--- src/hw/rtl/stack_with_positional_access_assert.svh ---
// Assertion macros for the stack block.
// Each macro takes a label, a trigger expression and a consequent.
`ifndef STACK_WITH_POSITIONAL_ACCESS_ASSERT_SVH
`define STACK_WITH_POSITIONAL_ACCESS_ASSERT_SVH

`ifndef NO_ASSERTIONS

// consequent must hold in the same cycle as the trigger
`define SWPA_ASSERT_NOW(lbl, trig, cons) \
  lbl: assert property (@(posedge clk) disable iff (!rst_n) (trig) |-> (cons)) \
    else $error("stack assertion failed");

// consequent must hold in the cycle after the trigger
`define SWPA_ASSERT_NEXT(lbl, trig, cons) \
  lbl: assert property (@(posedge clk) disable iff (!rst_n) (trig) |=> (cons)) \
    else $error("stack assertion failed");

`else

`define SWPA_ASSERT_NOW(lbl, trig, cons)
`define SWPA_ASSERT_NEXT(lbl, trig, cons)

`endif

`endif

--- src/hw/rtl/swpa_pkg.sv ---
package swpa_pkg;

  localparam int DEPTH  = 128;
  localparam int IDX_W  = $clog2(DEPTH);
  localparam int FILL_W = $clog2(DEPTH + 1);
  localparam int DATA_W = 32;
  localparam int CAP_W  = 8;
  localparam int POS_W  = 8;
  localparam int CNT_W  = 8;
  localparam int LIM_W  = (FILL_W > CAP_W) ? FILL_W : CAP_W;

  // read tree: groups of cells ORed and registered, then groups ORed
  localparam int GRP      = 16;
  localparam int NGRP     = (DEPTH + GRP - 1) / GRP;
  localparam int PAD_CELLS = NGRP * GRP;

  localparam logic [CAP_W-1:0] CAP_RESET = CAP_W'(128);

  typedef enum logic [1:0] {
    OP_PUSH   = 2'd0,
    OP_POP    = 2'd1,
    OP_PEEK   = 2'd2,
    OP_CHANGE = 2'd3
  } op_t;

  typedef enum logic [1:0] {
    ST_OK        = 2'd0,
    ST_OVERFLOW  = 2'd1,
    ST_UNDERFLOW = 2'd2,
    ST_BADPOS    = 2'd3
  } status_t;

  typedef struct packed {
    op_t                       opcode;
    logic signed [DATA_W-1:0]  value;
    logic        [POS_W-1:0]   position;
  } in_item_t;

  typedef struct packed {
    status_t                   status;
    logic signed [DATA_W-1:0]  data_out;
    logic        [CNT_W-1:0]   fill_count;
  } out_item_t;

  // broadcast to every cell of the row
  typedef struct packed {
    logic             shift_down;
    logic             shift_up;
    logic             wr_en;
    logic             rd_en;
    logic [IDX_W-1:0] sel_idx;
  } cell_ctrl_t;

endpackage

--- src/hw/rtl/swpa_cell.sv ---
module swpa_cell (
  input  logic                        clk,
  input  swpa_pkg::cell_ctrl_t        ctrl,
  input  logic [swpa_pkg::IDX_W-1:0]  idx,
  input  logic [swpa_pkg::DATA_W-1:0] above,
  input  logic [swpa_pkg::DATA_W-1:0] below,
  input  logic [swpa_pkg::DATA_W-1:0] wdata,
  output logic [swpa_pkg::DATA_W-1:0] q,
  output logic [swpa_pkg::DATA_W-1:0] rd_q
);

  logic [swpa_pkg::DATA_W-1:0] data_r;
  logic                        hit;

  assign hit = (ctrl.sel_idx == idx);

  always_ff @(posedge clk) begin
    if (ctrl.shift_down) begin
      data_r <= above;
    end else if (ctrl.shift_up) begin
      data_r <= below;
    end else if (ctrl.wr_en && hit) begin
      data_r <= wdata;
    end
  end

  assign q    = data_r;
  assign rd_q = (ctrl.rd_en && hit) ? data_r : '0;

endmodule

--- config.mk ---
export PLATFORM = sky130hd
export DESIGN_NAME = swpa_cell
export DESIGN_NICKNAME = d
export VERILOG_FILES = /design/src/hw/rtl/stack_with_positional_access_assert.svh /design/src/hw/rtl/swpa_pkg.sv /design/src/hw/rtl/swpa_cell.sv
export SDC_FILE = /design/constraint.sdc
export NUM_CORES = 1
export LEC_CHECK = 0
export BUFFER_PORTS_ARGS = -buffer_cell sky130_fd_sc_hd__buf_2
export CORE_ASPECT_RATIO = 0.75
export CORE_UTILIZATION = 40
export CTS_CLUSTER_DIAMETER = 30
export DETAILED_ROUTE_END_ITERATION = 8
export HOLD_SLACK_MARGIN = 0.1
export PLACE_DENSITY = 0.77
export SYNTH_ARGS = -nofsm -noshare
export SYNTH_HDL_FRONTEND = slang
export SYNTH_SLANG_ARGS = --single-unit
--- constraint.sdc ---
create_clock -name clk -period 4.4 [get_ports clk]
set_input_delay 0.66 -clock clk [delete_from_list [all_inputs] [get_ports clk]]
set_output_delay 0.66 -clock clk [all_outputs]
set_load 0.1 [all_outputs]
; After elaboration in Yosys (flattened, before gate mapping)
; Index checks and enable logic that the tools add are counted.
[totals]
latchBits = 0
memories = 0
ramBits = 0
input_bits = 115
romBits = 0
word_cells = 9
output_inout_bits = 64
register_bits = 32
[classes]
n_bitwise = 0
mux = 4
div = 0
n_reduce_logical = 3
n_addsub = 0
multipliers = 0
n_shift = 0
n_eq_ne = 1
n_lt_le_gt_ge = 0
[op_table]
columns = op, n
row1 = $mux 32, 4
row2 = $eq 7x7->1, 1
row3 = $reduce_bool 3->1, 1
row4 = $logic_and 1x1->1, 2

; Depth between registers and ports, before layout
; Gate-level depths: netlist of run 1.
[logic_depth]
word_depth = 5
depth_mapped = 4
depth_no_buf = 3

; Worst setup path after synthesis of run 1
; Ideal clock, no wire load.
[synth_path]
kind = input -> register
start = in idx[0] (netlist name)
end = reg data_r, in the netlist q[0] (enable)
setup_slack_ps = 550
setup_time_ps = 466
required_time_ps = 3934
arrival_time_ps = 3384
n_path_buf = 0
path_stages = 3
cell_sequence = xnor2_1 nand4_2 o21ai_0
[synth_via]
elab_chain_len = 3
[synth_lines]
columns = item, line_no
row1 = "start, declared", swpa_cell.sv:4  ; input logic [swpa_pkg::IDX_W-1:0] idx,
row2 = $eq 7x7->1, swpa_cell.sv:15  ; assign hit = (ctrl.sel_idx == idx);
row3 = $logic_and 1x1->1, swpa_cell.sv:22  ; end else if (ctrl.wr_en && hit) begin
row4 = $reduce_bool 3->1 (no source line), --
row5 = "end signal, assigned", swpa_cell.sv:19  ; data_r <= above;
row6 = "end signal, assigned", swpa_cell.sv:21  ; data_r <= below;
row7 = "end signal, assigned", swpa_cell.sv:23  ; data_r <= wdata;
row8 = "end, declared", swpa_cell.sv:12  ; logic [swpa_pkg::DATA_W-1:0] data_r;
; Every way passes these cells.
; A chain may end at the register's enable or synchronous reset.

; Final worst setup path of run 1
[layout_path]
start = in idx[2] (netlist name)
end = out rd_q[31] (netlist name)
[layout_via]
elab_chain_len = 3
[layout_lines]
columns = item, line_no
row1 = $eq 7x7->1, swpa_cell.sv:15
row2 = $logic_and 1x1->1, swpa_cell.sv:28  ; assign rd_q = (ctrl.rd_en && hit) ? data_r : '0;
row3 = $mux 32, swpa_cell.sv:28
row4 = "end, declared", swpa_cell.sv:9  ; output logic [swpa_pkg::DATA_W-1:0] rd_q
; Every way passes these cells.

==> results_dict.tcl, run 1 <==
set metrics [dict create \
    status "complete, no violations" \
    start_util 0.4204 \
    path_clk_slew_ns 0.07 \
    finalNetCount 506 \
    dp_hpwl_um 5308 \
    clock-sinks 32 \
    vias_per_cell 5.047 \
    area_delta_synth_final_pct 42.48 \
    fp.dieW_um 88.84 \
    met3_usage 0.05576 \
    cts_resized 0 \
    whs_ns 0.6645 \
    core_sq_um 5381 \
    min_period_ns 3.063 \
    drive_gt1_frac 0.5627 \
    synth.avg_cell_area_sq_um 9.966 \
    postSynthCellCount 227 \
    endpoint_kind "output port" \
    slew-limit-headroom 0.3283 \
    yosysWarnings 0 \
    critical_path.max_fanout 32 \
    drt_wl_total_um 6876 \
    post-synth-top-area-cell "edfxtp_1" \
    async_flop_share 0 \
    gp_congestion 0.8766 \
    finalCritPeriodShare 0.6962 \
    io_pins 179 \
    die_h_um 67.13 \
    h-tree-depth 2 \
    worstPathArrival_ns 2.40 \
    hold_violations 0 \
    syn_nets 342 \
    p_leak_nw 1.513 \
    rsz0062_at_grt "no" \
    yosys-top-cells-area "edfxtp_1, mux2i_1, nor3_2" \
    startpoint "idx[2]" \
    place_area_sq_um 3146 \
    antenna_found_initial 0 \
    synth_top_area_frac 0.4248 \
    cts_made_buffers 5 \
    irDropWorstVdd_mv 0.1605 \
    firstDrtPassIters 4 \
    numPortBuffers 178 \
    nFillCells 502 \
    busiest_layer "met2" \
    synth_edf_count 32 \
    grt_overflow 0 \
    drt_iter0_drc 108 \
    seq_area_frac_synth 0.4248 \
    final_area_sq_um 3223 \
    finalMaxSlewViolations 0 \
    start_kind "input pin" \
    cts_tree "built" \
    syn_area_sq_um 2262 \
    required_ns 3.74 \
    wl_per_cell_um 14.76 \
    via_count 2352 \
    grt_pass1_wl_um 10340 \
    fin_util 0.5989 \
    fp-row-count 23 \
    fin_tns_setup_ns 0 \
    maxCapViolations 0 \
    path_class "input pin to output port" \
    root_buffer "clkbuf_8" \
    hold_buffers 0 \
    grtUsageMet2 0.4115 \
    ys_seq_elements 32 \
    fmax_ghz 0.3264 \
    grt_pass1_vias 2188 \
    finalSetupViolations 0 \
    die-area_sq_um 5963 \
    synth_common_cells "nand2_1, o21ai_0, edfxtp_1, mux2i_1, nand3_1" \
    n_antenna_cell 0 \
    synthDistinctLibCells 16 \
    min_path_type "input pin to flip-flop" \
    grt_use_total 0.2321 \
    cts_max_path_buffers 2 \
    grt_max_degree 66 \
    cts_setup_buffers 0 \
    crit_end "rd_q[31]" \
    synth_flop_cell "edfxtp_1" \
    worstHoldStart "above[13]" \
    worstHoldPathCells 3 \
    powerDensity_nw_per_um2 336.3 \
    worst_slew_pin_slew_ns 1.004 \
    largest_reg_flops 32 \
    ant_nets 0 \
    drc 0 \
    use_met1 0.2804 \
]
[worst max-delay path: stages]
cell and delay [ns]:
buf_2 0.10, xnor2_1 0.23, nand2_2 0.56, nor3_1 0.37, buf_2 0.47
[per-stage QoR]
stage / setup WS (ns) / std cells / total power [mW]
final: 1.337 / 466 / 1.084
after global routing: 1.258 / 466 / 1.131
after CTS: 1.351 / 466 / 1.089
after detailed placement: 1.351 / 459 / 0.8866
after global placement: 1.420 / 459 / 0.8796
after floorplan: 0.5504 / 227 / 0.7790
[report_power, final]
group          switching, mW  internal (mW)
clock network         0.0972          0.107
registers             0.0230          0.380
logic                  0.380         0.0963
[how the worst min path moves through the flow]
stage                                  to
after floorplan           q[29]$_DFFE_PP_
after global placement    q[27]$_DFFE_PP_
after detailed placement  q[13]$_DFFE_PP_
after CTS                 q[13]$_DFFE_PP_
after global routing      q[13]$_DFFE_PP_
final                     q[13]$_DFFE_PP_
[per-layer routing]
layer | part of all wire | wire length [um] | vias up
met3 | 0.089 | 614 | 10
met5 | 0 | 0 | -
met1 | 0.39 | 2683 | 1076
met4 | 0.014 | 93 | 0
li1 | - | - | 1150
met2 | 0.51 | 3485 | 116
[placed cells by master, fill, tap and decap left out, drive strengths merged]
master / synthesis / final
buf: 14 / 180
nand2: 33 / 33
o21ai: 33 / 33
mux2i: 32 / 32
nand3: 32 / 32
edfxtp: 32 / 32
nor3: 32 / 32
xnor2: 7 / 7
clkbuf: 9 / 6
nand4: 2 / 2
nor2: 1 / 1
clkinv: 0 / 1
[cell type report]
class,count,area (sq um),share of cell area
sequential,32,960.9,0.2981
clock inverter,1,5.005,0.001553
clock buffer,6,72.57,0.02252
multi-input combinational,172,1185,0.3676
tap,75,93.84,0.02911
timing repair buffer,180,905.9,0.2811
[cells by family after synthesis]
logic type	count (synthesis)	synth area share
AOI/OAI and AO/OA	33	0.07301
xor gates and xnor gates	7	0.03042
buffers and inverters	23	0.05752
DFF	32	0.4248
muxes	32	0.1416
and+or+nand+nor	100	0.2727
Note: power is estimated with default switching activity, not from simulation.
==> inputs of run 2 (changes only) <==
- CORE_UTILIZATION: 40 -> 36
- PLACE_DENSITY: 0.77 -> 0.73
- clock period: 4.4 -> 2.45 ns (I/O delays scaled with it)
==> run 2 against run 1 <==
  * Count of clock-buffer cells in the layout increased by 1
  * Global-route usage down 1.0 points
  * Sequential power rose by 79%
  * Combinational power increased by 92%
  * Worst setup slack worse by 0.95 ns
==> results_dict.tcl, run 2 (synthesis results as in run 1) <==
set metrics [dict create \
    core_sq_um 5946 \
    endpoint_kind "output port" \
    drive_gt1_frac 0.5704 \
    final_cell_mix "buf_2, buf_12" \
    cts_resized 0 \
    min_path_type "input pin to flip-flop" \
    place_area_sq_um 3837 \
    min_period_ns 2.068 \
    fp-row-count 24 \
    preCtsSetupSlack_ns 0.3666 \
    cts_made_buffers 5 \
    hold_violations 0 \
    rsz0062_at_grt "no" \
    final_area_sq_um 3918 \
    finalNetCount 512 \
    start_kind "input pin" \
    irDropWorstVdd_mv 0.2817 \
    maxCapViolations 0 \
    h-tree-depth 2 \
    vias_per_cell 4.939 \
    clock-sinks 32 \
    p_leak_nw 1.816 \
    area_delta_synth_final_pct 73.17 \
    drt_iter0_drc 105 \
    worstPathArrival_ns 1.70 \
    stdcell_count 476 \
    nFillCells 475 \
    critical_path.max_fanout 26 \
    largest_reg_flops 32 \
    antenna_found_initial 0 \
    cts_max_path_buffers 2 \
    power.total_mw 2.014 \
    numPortBuffers 178 \
    fp.dieW_um 93.54 \
    dp_cells 468 \
    n_antenna_cell 0 \
    fin_util 0.6589 \
    setup_slack_ns 0.3820 \
    die_h_um 70.65 \
    grt_overflow 0 \
    powerDensity_nw_per_um2 514.0 \
    start_util 0.3805 \
    final_common_cell "buf_2" \
    drt_wl_total_um 7111 \
    die-area_sq_um 6608 \
    whs_ns 0.3639 \
    required_ns 2.08 \
    root_buffer "clkbuf_8" \
    grt_max_degree 34 \
    finalSetupViolations 0 \
    firstDrtPassIters 4 \
    worst_slew_pin_slew_ns 0.5747 \
    fmax_ghz 0.4836 \
    io_pins 179 \
    path_class "input pin to output port" \
    cts_tree "built" \
    fin_tns_setup_ns 0 \
    slew-limit-headroom 0.6169 \
    wl_per_cell_um 14.94 \
    path_clk_slew_ns 0.07 \
    grt_pass1_wl_um 11160 \
    status "complete, no violations" \
    worstHoldPathCells 3 \
    cts_setup_buffers 0 \
    grt_pass1_vias 2241 \
    ant_nets 0 \
    gp_congestion 0.8043 \
    dp_hpwl_um 5738 \
    drc 0 \
    via_count 2351 \
    hold_buffers 0 \
    finalMaxSlewViolations 0 \
    grt_use_total 0.2220 \
    finalCritPeriodShare 0.8441 \
]
run 2: final cells by class:
type | instances | area [sq um] | area share
Multi-Input combinational cell | 172 | 1310 | 0.3344
Clock inverter | 1 | 3.754 | 0.0009582
Clock buffer | 7 | 76.32 | 0.01948
Tap cell | 78 | 97.59 | 0.02491
Sequential cell | 32 | 960.9 | 0.2453
Timing Repair Buffer | 186 | 1469 | 0.3750
run 2: critical path, cell delays in order:
cell     delay, ns
buf_2         0.10
xnor2_1       0.24
nand2_2       0.24
buf_12        0.26
nor3_2        0.26
buf_12        0.21
run 2: worst paths after layout:
check	start	slack, ns	to
worst max-delay path	idx[3]	0.38	rd_q[5]
worst min-delay path	above[17]	0.36	q[17]$_DFFE_PP_
run 2: power by group:
| group | internal, mW | total (mW) | switching (mW) |
|---|---|---|---|
| clock | 0.197 | 0.381 | 0.184 |
| combinational | 0.195 | 0.912 | 0.717 |
| sequential | 0.682 | 0.721 | 0.0389 |
| total | 1.07 | 2.01 | 0.939 |
run 2: routing by layer:
metal | global-route usage | routed length, um | up-vias
met2 | 0.3766 | 3575 | 108
met1 | 0.2773 | 2859 | 1067
met5 | 0 | 0 | -
met4 | 0.06838 | 86 | 0
met3 | 0.06022 | 589 | 8
li1 | - | - | 1168
==> inputs of run 3 (changes only) <==
- clock period: 2.45 -> 1.7 ns (I/O delays scaled with it)
==> run 3 against run 2 <==
  * Combinational power up 64%
  * Flip-flop and latch count unchanged
  * Core utilization up 9.3 points
  * Hold slack worse by 0.11 ns
  * Global-route usage up 0.44 points
  * Routed wire length up 9.4%
  * Worst setup slack worse by 0.34 ns
  * Critical path depth up 1
  * Final area up 14%
  * Via count up 5.3%
  * First-iteration DRC count down 21%
  * Critical path type unchanged
  * Largest cell class unchanged
==> results_dict.tcl, run 3 (synthesis results as in run 1) <==
set metrics [dict create \
    io_pins 179 \
    hold_buffers 0 \
    drt_wl_total_um 7782 \
    endpoint_kind "output port" \
    antenna_found_initial 0 \
    setup_slack_ns 0.03924 \
    min_path_type "input pin to flip-flop" \
    p_seq_frac 0.322 \
    path_clk_slew_ns 0.07 \
    path_cells "buf_2, xnor2_4, buf_12, buf_12, nand3_2, nor3_4, buf_12" \
    final_cell_mix "buf_2, buf_12" \
    p_leak_nw 2.151 \
    finalSetupViolations 0 \
    die_h_um 70.65 \
    wl_per_cell_um 16.05 \
    start_kind "input pin" \
    worstPathArrival_ns 1.41 \
    hold_path_end "q[27]$_DFFE_PP_" \
    switching_share 0.4492 \
    grt_pass1_vias 2435 \
    fp-row-count 24 \
    final_common_cell "buf_2" \
    status "complete, no violations" \
    nFillCells 421 \
    largest_reg_flops 32 \
    min_period_ns 1.661 \
    rsz0062_at_grt "yes" \
    cts_tree "built" \
    finalMaxSlewViolations 0 \
    required_ns 1.44 \
    numPortBuffers 178 \
    grt_overflow 0 \
    start_util 0.3805 \
    clock-sinks 32 \
    root_buffer "clkbuf_8" \
    area_delta_synth_final_pct 97.62 \
    critPathMostFrequentCell "buf_12" \
    via_count 2475 \
    maxCapViolations 0 \
    cp_num_buf_inv 4 \
    cts_made_buffers 5 \
    hold_violations 0 \
    worstHoldPathCells 3 \
    switching_power_mw 1.468 \
    vias_per_cell 5.103 \
    slew-limit-headroom 0.6619 \
    n_antenna_cell 0 \
    powerDensity_nw_per_um2 731.0 \
    drt_iter0_drc 83 \
    drc 0 \
    cts_max_path_buffers 2 \
    drive_gt1_frac 0.6732 \
    power.total_mw 3.268 \
    critPathMaxStageDelay_ns 0.24 \
    grt_pass1_wl_um 11590 \
    worst_slew_pin_slew_ns 0.5106 \
    finalCritPeriodShare 0.9769 \
    ant_nets 0 \
    h-tree-depth 2 \
    firstDrtPassIters 4 \
    fp.dieW_um 93.54 \
    grt_use_total 0.2265 \
    preCtsSetupSlack_ns -0.04058 \
    finalNetCount 521 \
    dp_hpwl_um 6053 \
    irDropWorstVdd_mv 0.5085 \
    p_comb_frac 0.458 \
    gp_congestion 0.8275 \
    grt_max_degree 42 \
    worstHoldStart "above[27]" \
    core_sq_um 5946 \
    cpMaxStageDelayCell "nor3_4" \
    clock_power_share 0.220 \
    die-area_sq_um 6608 \
    fmax_ghz 0.6021 \
    critical_path.max_fanout 10 \
    path_class "input pin to output port" \
    p_int_mw 1.800 \
    crit_family "buffers and inverters" \
]
==> run 3: cell count changes in the layout (fill, tap and decap cells not counted), moves of 2 or more <==
| cell | change |
|---|---|
| nand3_1 | -31 |
| nand3_2 | +30 |
| nor3_2 | -15 |
| nor3_4 | +15 |
| buf_12 | +7 |
| buf_2 | -5 |
| buf_6 | +5 |
| xnor2_1 | -5 |
| xnor2_2 | +3 |
| xnor2_4 | +2 |
==> run 3: through the flow <==
step                      utilization  hold WS, ns  TNS [ns]  cells  area [sq um]
after detailed placement       0.7165       0.5411   -0.9165    475          4260
after CTS                      0.7346       0.2468         0    483          4368
after global routing           0.7519       0.2453  -0.06381    485          4471
final                          0.7519       0.2524         0    485          4471
after global placement         0.7165       0.5403   -0.1561    475          4260
after floorplan                     -       0.4421    -15.36    227          2678
==> run 3: power groups by stage <==
stage	Sequential (mW)	Combinational [mW]	Clock (mW)
2_1_floorplan	1.74	0.403	0
3_3_place_gp	1.06	1.44	0
3_5_place_dp	1.07	1.45	0
4_1_cts	1.05	1.46	0.734
5_1_grt	1.06	1.56	0.769
6_report	1.05	1.50	0.720
==> run 3: routing by layer <==
layer  routed length (um)  vias to the layer above  GRT usage
met5                    0                        -          0
li1                     -                     1190          -
met1                 2910                     1146     0.2617
met4                  118                        0    0.05812
met2                 4082                      128     0.4224
met3                  670                       11    0.05161
==> run 3: worst max-delay path by stage <==
stage | startpoint | endpoint | slack (ns) | cells after the start
after global placement | idx[3] | q[15]$_DFFE_PP_ | -0.009 | 5
after global routing | idx[2] | rd_q[18] | -0.02 | 7
final | ctrl[6] | rd_q[13] | 0.04 | 7
after detailed placement | idx[3] | q[13]$_DFFE_PP_ | -0.04 | 5
after floorplan | q[31]$_DFFE_PP_ | rd_q[31] | -0.51 | 2
after CTS | idx[4] | rd_q[21] | 0.009 | 6
==> run 3: layout make-up <==
class	count	area (sq um)	share of cell area
repair buffers	195	1673	0.3742
clock inverters	2	35.03	0.007837
multi-input cells	172	1632	0.3650
well taps	78	97.59	0.02183
flip-flops and latches	32	960.9	0.2149
clock buffers	6	72.57	0.01623
==> run 3: repair_timing <==
action | in CTS | in global routing
endpoints found under the setup margin | 2 | 28
pin swaps | 2 | 1
buffers inserted | 0 | 1
gates resized for setup | 0 | 8
gates cloned | 0 | 1
hold endpoints to repair | 0 | 0
